--- src/bpa_ram.sv ---
// Generic single-write, single-read RAM with registered read data.
`default_nettype none
module bpa_ram #(
  parameter int unsigned Width = 1,
  parameter int unsigned Depth = 16
) (
  input  wire logic                     clk_i,
  input  wire logic                     we_i,
  input  wire logic [$clog2(Depth)-1:0] waddr_i,
  input  wire logic [Width-1:0]         wdata_i,
  input  wire logic                     re_i,
  input  wire logic [$clog2(Depth)-1:0] raddr_i,
  output logic      [Width-1:0]         rdata_o
);
  logic [Width-1:0] mem_q [Depth];

  always_ff @(posedge clk_i) begin
    if (we_i) begin
      mem_q[waddr_i] <= wdata_i;
    end
    if (re_i) begin
      rdata_o <= mem_q[raddr_i];
    end
  end
endmodule
`default_nettype wire

--- config.mk ---
export PLATFORM = sky130hd
export DESIGN_NAME = bpa_ram
export DESIGN_NICKNAME = d
export VERILOG_FILES = /design/src/bpa_ram.sv
export SDC_FILE = /design/constraint.sdc
export NUM_CORES = 1
export LEC_CHECK = 0
export ABC_CLOCK_PERIOD_IN_PS = 1710
export BUFFER_PORTS_ARGS = -buffer_cell sky130_fd_sc_hd__clkbuf_2
export CAP_MARGIN = 20
export CORE_MARGIN = 2
export CORE_UTILIZATION = 34
export DETAILED_ROUTE_END_ITERATION = 16
export GPL_ROUTABILITY_DRIVEN = 0
export GPL_TIMING_DRIVEN = 0
export PLACE_DENSITY_LB_ADDON = 0.05
export SYNTH_ARGS = -nofsm -noshare
export SYNTH_HDL_FRONTEND = slang
export SYNTH_SLANG_ARGS = --single-unit
--- constraint.sdc ---
create_clock -name clk_i -period 1.71 [get_ports clk_i]
set_input_delay 0.342 -clock clk_i [delete_from_list [all_inputs] [get_ports clk_i]]
set_output_delay 0.342 -clock clk_i [all_outputs]
set_load 0.005 [all_outputs]
Word-level counts from Yosys, hierarchy flattened
Memory sizes are Yosys's and may differ from the RTL's. A register that Yosys moved wholly into a read port is not among the register bits.
Cells that the tools add are included.
{"block": "op_classes", "muxes": 2}
{"cell": "1-bit two-way mux", "count": 2}
{"block": "word_totals", "register_bits": 0, "mem_bits_rw": 16, "inputBits": 12, "out_inout_bits": 1, "word_cells": 3, "mem_count": 1}
{"name": "mem_q", "words": 16, "word_bits": 1, "rd": 1, "rd_clocked_by_memory_dff": 1, "wr": 1, "line": "15", "source": "logic [Width-1:0] mem_q [Depth];"}

Depth between registers and ports, before layout
Gate-level depths: netlist (run 1).
{"block": "logic_depth", "depth_word": 2, "depth_mapped": 3, "depth_no_buf": 3}

Worst setup path after synthesis (run 1)
No wires, ideal clock.
{"block": "synth_timing", "kind": "input -> register", "from": "in raddr_i[0]", "to": "reg rdata_o, read port of mem_q (data pin)", "setup_time_ps": 261, "t_arrival_ps": 1055, "required_time_ps": 1449, "slack_ps": 394, "stages": 3, "path_buffers": 0, "cell_sequence": "mux4_1 mux2i_1 mux2i_1"}
{"element": "from (decl)", "line": "12", "source": "input wire logic [$clog2(Depth)-1:0] raddr_i,"}
{"element": "to (decl)", "line": "13", "source": "output logic [Width-1:0] rdata_o"}

==> impl_metrics.toml, run 1 <==
[timing]
setup_viol = 0
skew_ns = 0.00515
tightest_slew_ns = 0.266
period_needed_ns = 1.36
relSlewSlack_pct = 82.3
fmax_ghz = 0.736
finalSetupTns_ns = 0
finalCritPeriodShare_pct = 79.4
drv_slew = 0
rsz0062_at_grt = "no"
hold_viol = 0

[routing]
via_per_inst = 4.90
first_iter_violations = 21
dr.max_layer_used = "met4"
drt_first_pass_iters = 4
antenna_left = 0
dr_wl_met2_um = 540
detail_route.wl_per_cell_um = 12.8
vias = 446
drc = 0
wirelength_mm = 1.16
wl_met3_um = 90
wl_met1_um = 521

[clock_network]
cts_buffers = 3
cts_resized = 0
clkSinkCount = 17
cts_tree = "built"
ctsHoldBuffers = 0
postCtsSetupBuffers = 0
htree_levels = 1
cts_root_buffer = "clkbuf_4"
clock_latency_ns = 0.28
clk_path_buf_depth = 2
clk_pin_slew_ns = 0.09

[pwr]
p_per_area_mw_per_mm2 = 837
irDropWorstVdd_uv = 402
leakage_nw = 0.311

[synth]
yosysTopAreaCell = "edfxtp_1"
postSynthNetCount = 59
synth_seq_area_share_pct = 67.5
yosys-top-cells-area = "edfxtp_1, mux4_1, nor2_1"
synth_cells = 47
synth_top_area_share_pct = 67.5
synth.distinct_cells = 10
ys_seq_elements = 17
syn_avg_cell_area_um2 = 16.1
syn_area_um2 = 756
yosysWarnings = 0

[floorplan]
die_y_um = 51.1
start_util_pct = 35.2
fp-row-count = 17
pin_count = 13
dieArea_mm2 = 0.00262
core_area_mm2 = 0.00215
die_x_um = 51.1

[finish]
layout.nets = 76
num-fill-cells = 195
finalInstanceArea_um2 = 877
seqCellArea_um2 = 510
syn_to_final_growth_pct = 16.1
final_cell_mix = "edfxtp_1, nor2_1, clkbuf_2"
n_antenna_cell = 0
final_common_cell = "edfxtp_1"
drive_gt1_share_pct = 25.4
multi_input_area_um2 = 245

[place]
io_buffers = 12
place_area_um2 = 851
hpwlAfterDp_um = 902

[global_route]
grt_pass1_wl_mm = 2.01
grtUsageTotal_pct = 11.3
grt_max_degree = 17
grt_pass1_vias = 461
grt-ovfl-total = 0
antenna_found_initial = 0

[setup_path]
path_cells = "mux4_1 -> mux2i_1 -> mux2i_1"
regToRegEndpoint = "rdata_o"
cp_slowest_stage_delay_ns = 0.52
crit_arrival_ns = 1.40
required_ns = 1.75
r2r_start = "mem_q[5]"
crit_family = "multiplexers"
start_kind = "register"
slowest_stage = "mux4_1"
criticalPathCategory = "reg -> reg"
worst_setup_path_end_kind = "register"
crit_top_cell = "mux2i_1"
worstSetupStartpoint = "mem_q[5]"
cp.depth = 3
r2r_cells = 3
endpoint = "rdata_o"
critPathBufInv = 0
cp_max_fo = 1
r2r_slack_ns = 0.35

[worst_hold_path]
hp-class = "in -> reg"

[status]
status = "complete, no violations"

[job]
cap_violations = 0
==> synth_stat cells <==
cell      number
mux2i_1        3
edfxtp_1      17
nand2_1        1
or3b_2         1
nand2b_1       2
nor3_1         4
nor2_1        12
nand3_1        1
nand3b_1       2
mux4_1         4
==> through the flow <==
stage	hold slack [ns]	setup WS (ns)	cells	utilization (%)	total power (W)
finish	0.256	0.352	91	40.8	0.000734
global route	0.234	0.266	91	40.8	0.000783
CTS	0.247	0.325	91	40.8	0.000747
detailed placement	0.545	0.135	87	39.6	0.000543
global placement	0.546	0.128	87	39.6	0.000542
floorplan	0.441	0.394	47	-	0.000509
==> kinds of logic after synthesis <==
| family | Yosys count | synth area share [%] |
|---|---|---|
| DFF | 17 | 67.5 |
| muxes | 7 | 17.9 |
| and+or+nand+nor | 23 | 14.6 |
==> where the power goes <==
group          switching (W)  internal [W]  total (W)
registers         0.00000214      0.000469   0.000471
clock network       0.000112     0.0000904   0.000203
logic              0.0000319     0.0000287  0.0000607
==> sequential cells by signal, indices dropped and copies added (netlist names) <==
register and count:
rdata_o 1, mem_q 16
==> worst min path at each step <==
| stage | startpoint | to | slack, ns | cells after the start |
|---|---|---|---|---|
| floorplan | wdata_i | mem_q[0] | 0.44 | 0 |
| global placement | re_i | rdata_o | 0.55 | 1 |
| detailed placement | re_i | rdata_o | 0.55 | 1 |
| CTS | re_i | rdata_o | 0.25 | 1 |
| global route | re_i | rdata_o | 0.23 | 1 |
| finish | re_i | rdata_o | 0.26 | 1 |
==> worst reg2reg max path: cells and delay by family (launching register included) <==
family  cells  cell delay [ns]
mux         3             0.75
flops       1             0.38
==> routing by layer <==
layer | global-route usage [%] | up-vias
met5 | 0 | -
met4 | 6.76 | 0
met3 | 3.80 | 2
met2 | 17.3 | 15
met1 | 13.7 | 210
li1 | - | 219
==> layout make-up <==
class | instances | share of cell area (%)
clock buffer | 4 | 3.00
multi-input combinational | 30 | 28.0
sequential | 17 | 58.2
tap | 28 | 3.99
timing repair buffer | 12 | 6.85
Power figures use the tool's default switching activity.
==> run 2: changes to the inputs <==
--- a/config.mk
+++ b/config.mk
@@ -5,7 +5,8 @@
 export SDC_FILE = /design/constraint.sdc
 export NUM_CORES = 1
 export LEC_CHECK = 0
-export ABC_CLOCK_PERIOD_IN_PS = 1710
+export ABC_AREA = 1
+export ABC_CLOCK_PERIOD_IN_PS = 1300
 export BUFFER_PORTS_ARGS = -buffer_cell sky130_fd_sc_hd__clkbuf_2
 export CAP_MARGIN = 20
 export CORE_MARGIN = 2
==> constraint.sdc (replaced) <==
create_clock -name clk_i -period 1.3 [get_ports clk_i]
set_input_delay 0.26 -clock clk_i [delete_from_list [all_inputs] [get_ports clk_i]]
set_output_delay 0.26 -clock clk_i [all_outputs]
set_load 0.005 [all_outputs]
==> run 2 against run 1 <==
Effect of this change:
- routed wire length up 27%
- critical path depth down 2
- count of clock-buffer cells in the layout unchanged
- first-iteration DRC count up 14%
- power up 37%
- cell area up 11%
- clock skew down 0.0043 ns
- sequential cell count unchanged
- register-to-register slack worse by 0.05 ns
- worst hold slack worse by 0.090 ns
==> impl_metrics.toml, run 2 <==
[pwr]
pwr-share-comb_pct = 10.5
p_per_area_mw_per_mm2 = 1030
leakage_nw = 0.441
p_seq_share_pct = 61.4
p_sw_w = 0.000234
p_sw_share_pct = 23.2
irDropWorstVdd_uv = 474
intPower_w = 0.000774
p_clk_share_pct = 28.1

[clock_network]
clk_pin_slew_ns = 0.10
clock_latency_ns = 0.29
postCtsSetupBuffers = 0
clkSinkCount = 17
ctsHoldBuffers = 0
cts_root_buffer = "clkbuf_4"
cts_buffers = 3
cts_tree = "built"
cts_resized = 0
clk_path_buf_depth = 2
htree_levels = 1

[job]
cap_violations = 0

[timing]
finalSetupTns_ns = 0
fmax_ghz = 0.975
finalCritPeriodShare_pct = 78.9
skew_ns = 0.000892
hold_viol = 0
tightest_slew_ns = 0.270
rsz0062_at_grt = "no"
relSlewSlack_pct = 82.0
drv_slew = 0
period_needed_ns = 1.03
setup_viol = 0

[finish]
final_common_cell = "nand2_1"
largest_reg_flops = 16
top_register = "mem_q"
final_cell_mix = "nand2_1, inv_1, edfxtp_1"
multi_input_area_um2 = 249
drive_gt1_share_pct = 18.0
syn_to_final_growth_pct = 13.9
finalInstanceArea_um2 = 976
reg_top3 = "mem_q x16, rdata_o x1"
num-fill-cells = 254
n_antenna_cell = 0
layout.nets = 124
seqCellArea_um2 = 510

[routing]
antenna_left = 0
drt_first_pass_iters = 4
first_iter_violations = 24
via_per_inst = 4.55
drc = 0
vias = 642
wirelength_mm = 1.47
detail_route.wl_per_cell_um = 10.4

[status]
status = "complete, no violations"

[global_route]
grt_util_met3_pct = 3.33
antenna_found_initial = 0
use_met2_pct = 18.5
grtUsageTotal_pct = 12.2
grtUsageMet1_pct = 15.2
grt_busiest_layer = "met2"
grt_max_degree = 17
grt_pass1_wl_mm = 2.40
grt_pass1_vias = 550
grt-ovfl-total = 0

[setup_path]
r2r_start = "mem_q[8]"
regToRegEndpoint = "rdata_o"
path_cells = "clkbuf_2"
critPathBufInv = 1
crit_arrival_ns = 0.77
cp_slowest_stage_delay_ns = 0.37
cp_max_fo = 1
criticalPathCategory = "reg -> out"
start_kind = "register"
worst_setup_path_end_kind = "output pin"
r2r_slack_ns = 0.30
r2r_cells = 6
required_ns = 1.04
crit_family = "flip-flops"
slowest_stage = "edfxtp_1"

[worst_hold_path]
hp-class = "in -> reg"
holdCritStartpoint = "re_i"
hold_path_end = "rdata_o"
holdPathStages = 1

[synth]
yosysTopAreaCell = "edfxtp_1"
synth.most_common_cell = "nand2_1"
async_flop_share_pct = 0
synth_top_area_share_pct = 59.6
synth_edf_count = 17
syn_area_um2 = 857
synth_commonest_cells = "nand2_1, inv_1, edfxtp_1, nand3_1"
synth_seq_area_share_pct = 59.6
synth.distinct_cells = 10
postSynthNetCount = 108
syn_avg_cell_area_um2 = 8.93
synth_cells = 96
yosysWarnings = 0
yosys-top-cells-area = "edfxtp_1, nand2_1, inv_1"
ys_seq_elements = 17
dominantRegCellSynth = "edfxtp_1"

[place]
hpwlAfterDp_mm = 1.11
io_buffers = 11
place_area_um2 = 950

[floorplan]
dieArea_mm2 = 0.00294
die_y_um = 54.2
core_area_mm2 = 0.00243
fp-row-count = 18
start_util_pct = 35.2
pin_count = 13
die_x_um = 54.2
==> run 2: cell count changes after synthesis, sizes merged, moves of 3 or more <==
cell   delta
mux2i     -3
nor3      +4
inv      +21
nor2      -4
nand3    +13
mux4      -4
nand2    +26
==> run 2: logic make-up after synthesis <==
kind of cell | count (synthesis) | synth area share, %
flops | 17 | 59.6
simple gates | 57 | 29.1
buf+inv | 22 | 11.4
==> run 2: metal layers <==
layer / routed length [µm] / share of wire [%] / vias up
met5: 0 / 0 / -
met2: 669 / 45 / 19
met4: 15 / 1.0 / 0
li1: - / - / 336
met3: 92 / 6.3 / 2
met1: 695 / 47 / 285
==> run 2: final cells by class <==
cell class | instances | share of cell area, %
flip-flops and latches | 17 | 52.3
multi-input cells | 57 | 25.5
inverters | 21 | 8.85
repair buffers | 11 | 5.64
well taps | 30 | 3.85
clock buffers | 4 | 2.69
plain buffers | 1 | 1.15
==> run 2: power groups by stage <==
stage | clock (W) | sequential [W] | combinational, W
final | 0.000283 | 0.000619 | 0.000106
after global placement | 0 | 0.000632 | 0.000107
after floorplan | 0 | 0.000632 | 0.0000634
after global routing | 0.000309 | 0.000621 | 0.000122
after CTS | 0.000295 | 0.000619 | 0.000107
after detailed placement | 0 | 0.000632 | 0.000106
==> run 2: worst max-delay path by stage <==
| stage | slack (ns) | cells past startpoint | startpoint | endpoint |
|---|---|---|---|---|
| after floorplan | 0.33 | 7 | raddr_i[0] | rdata_o |
| after global placement | 0.18 | 4 | waddr_i[0] | mem_q[10] |
| after detailed placement | 0.17 | 4 | waddr_i[0] | mem_q[10] |
| after CTS | 0.25 | 1 | rdata_o | rdata_o |
| after global routing | 0.19 | 6 | mem_q[8] | rdata_o |
| final | 0.27 | 1 | rdata_o | rdata_o |
==> run 2: per-stage QoR <==
stage / utilization, % / setup slack (ns) / hold slack [ns] / instances / power [W]
floorplan: - / 0.334 / 0.359 / 96 / 0.000695
global placement: 39.0 / 0.176 / 0.463 / 137 / 0.000739
detailed placement: 39.0 / 0.168 / 0.463 / 137 / 0.000738
CTS: 40.1 / 0.255 / 0.152 / 141 / 0.00102
global route: 40.1 / 0.193 / 0.145 / 141 / 0.00105
finish: 40.1 / 0.274 / 0.165 / 141 / 0.00101
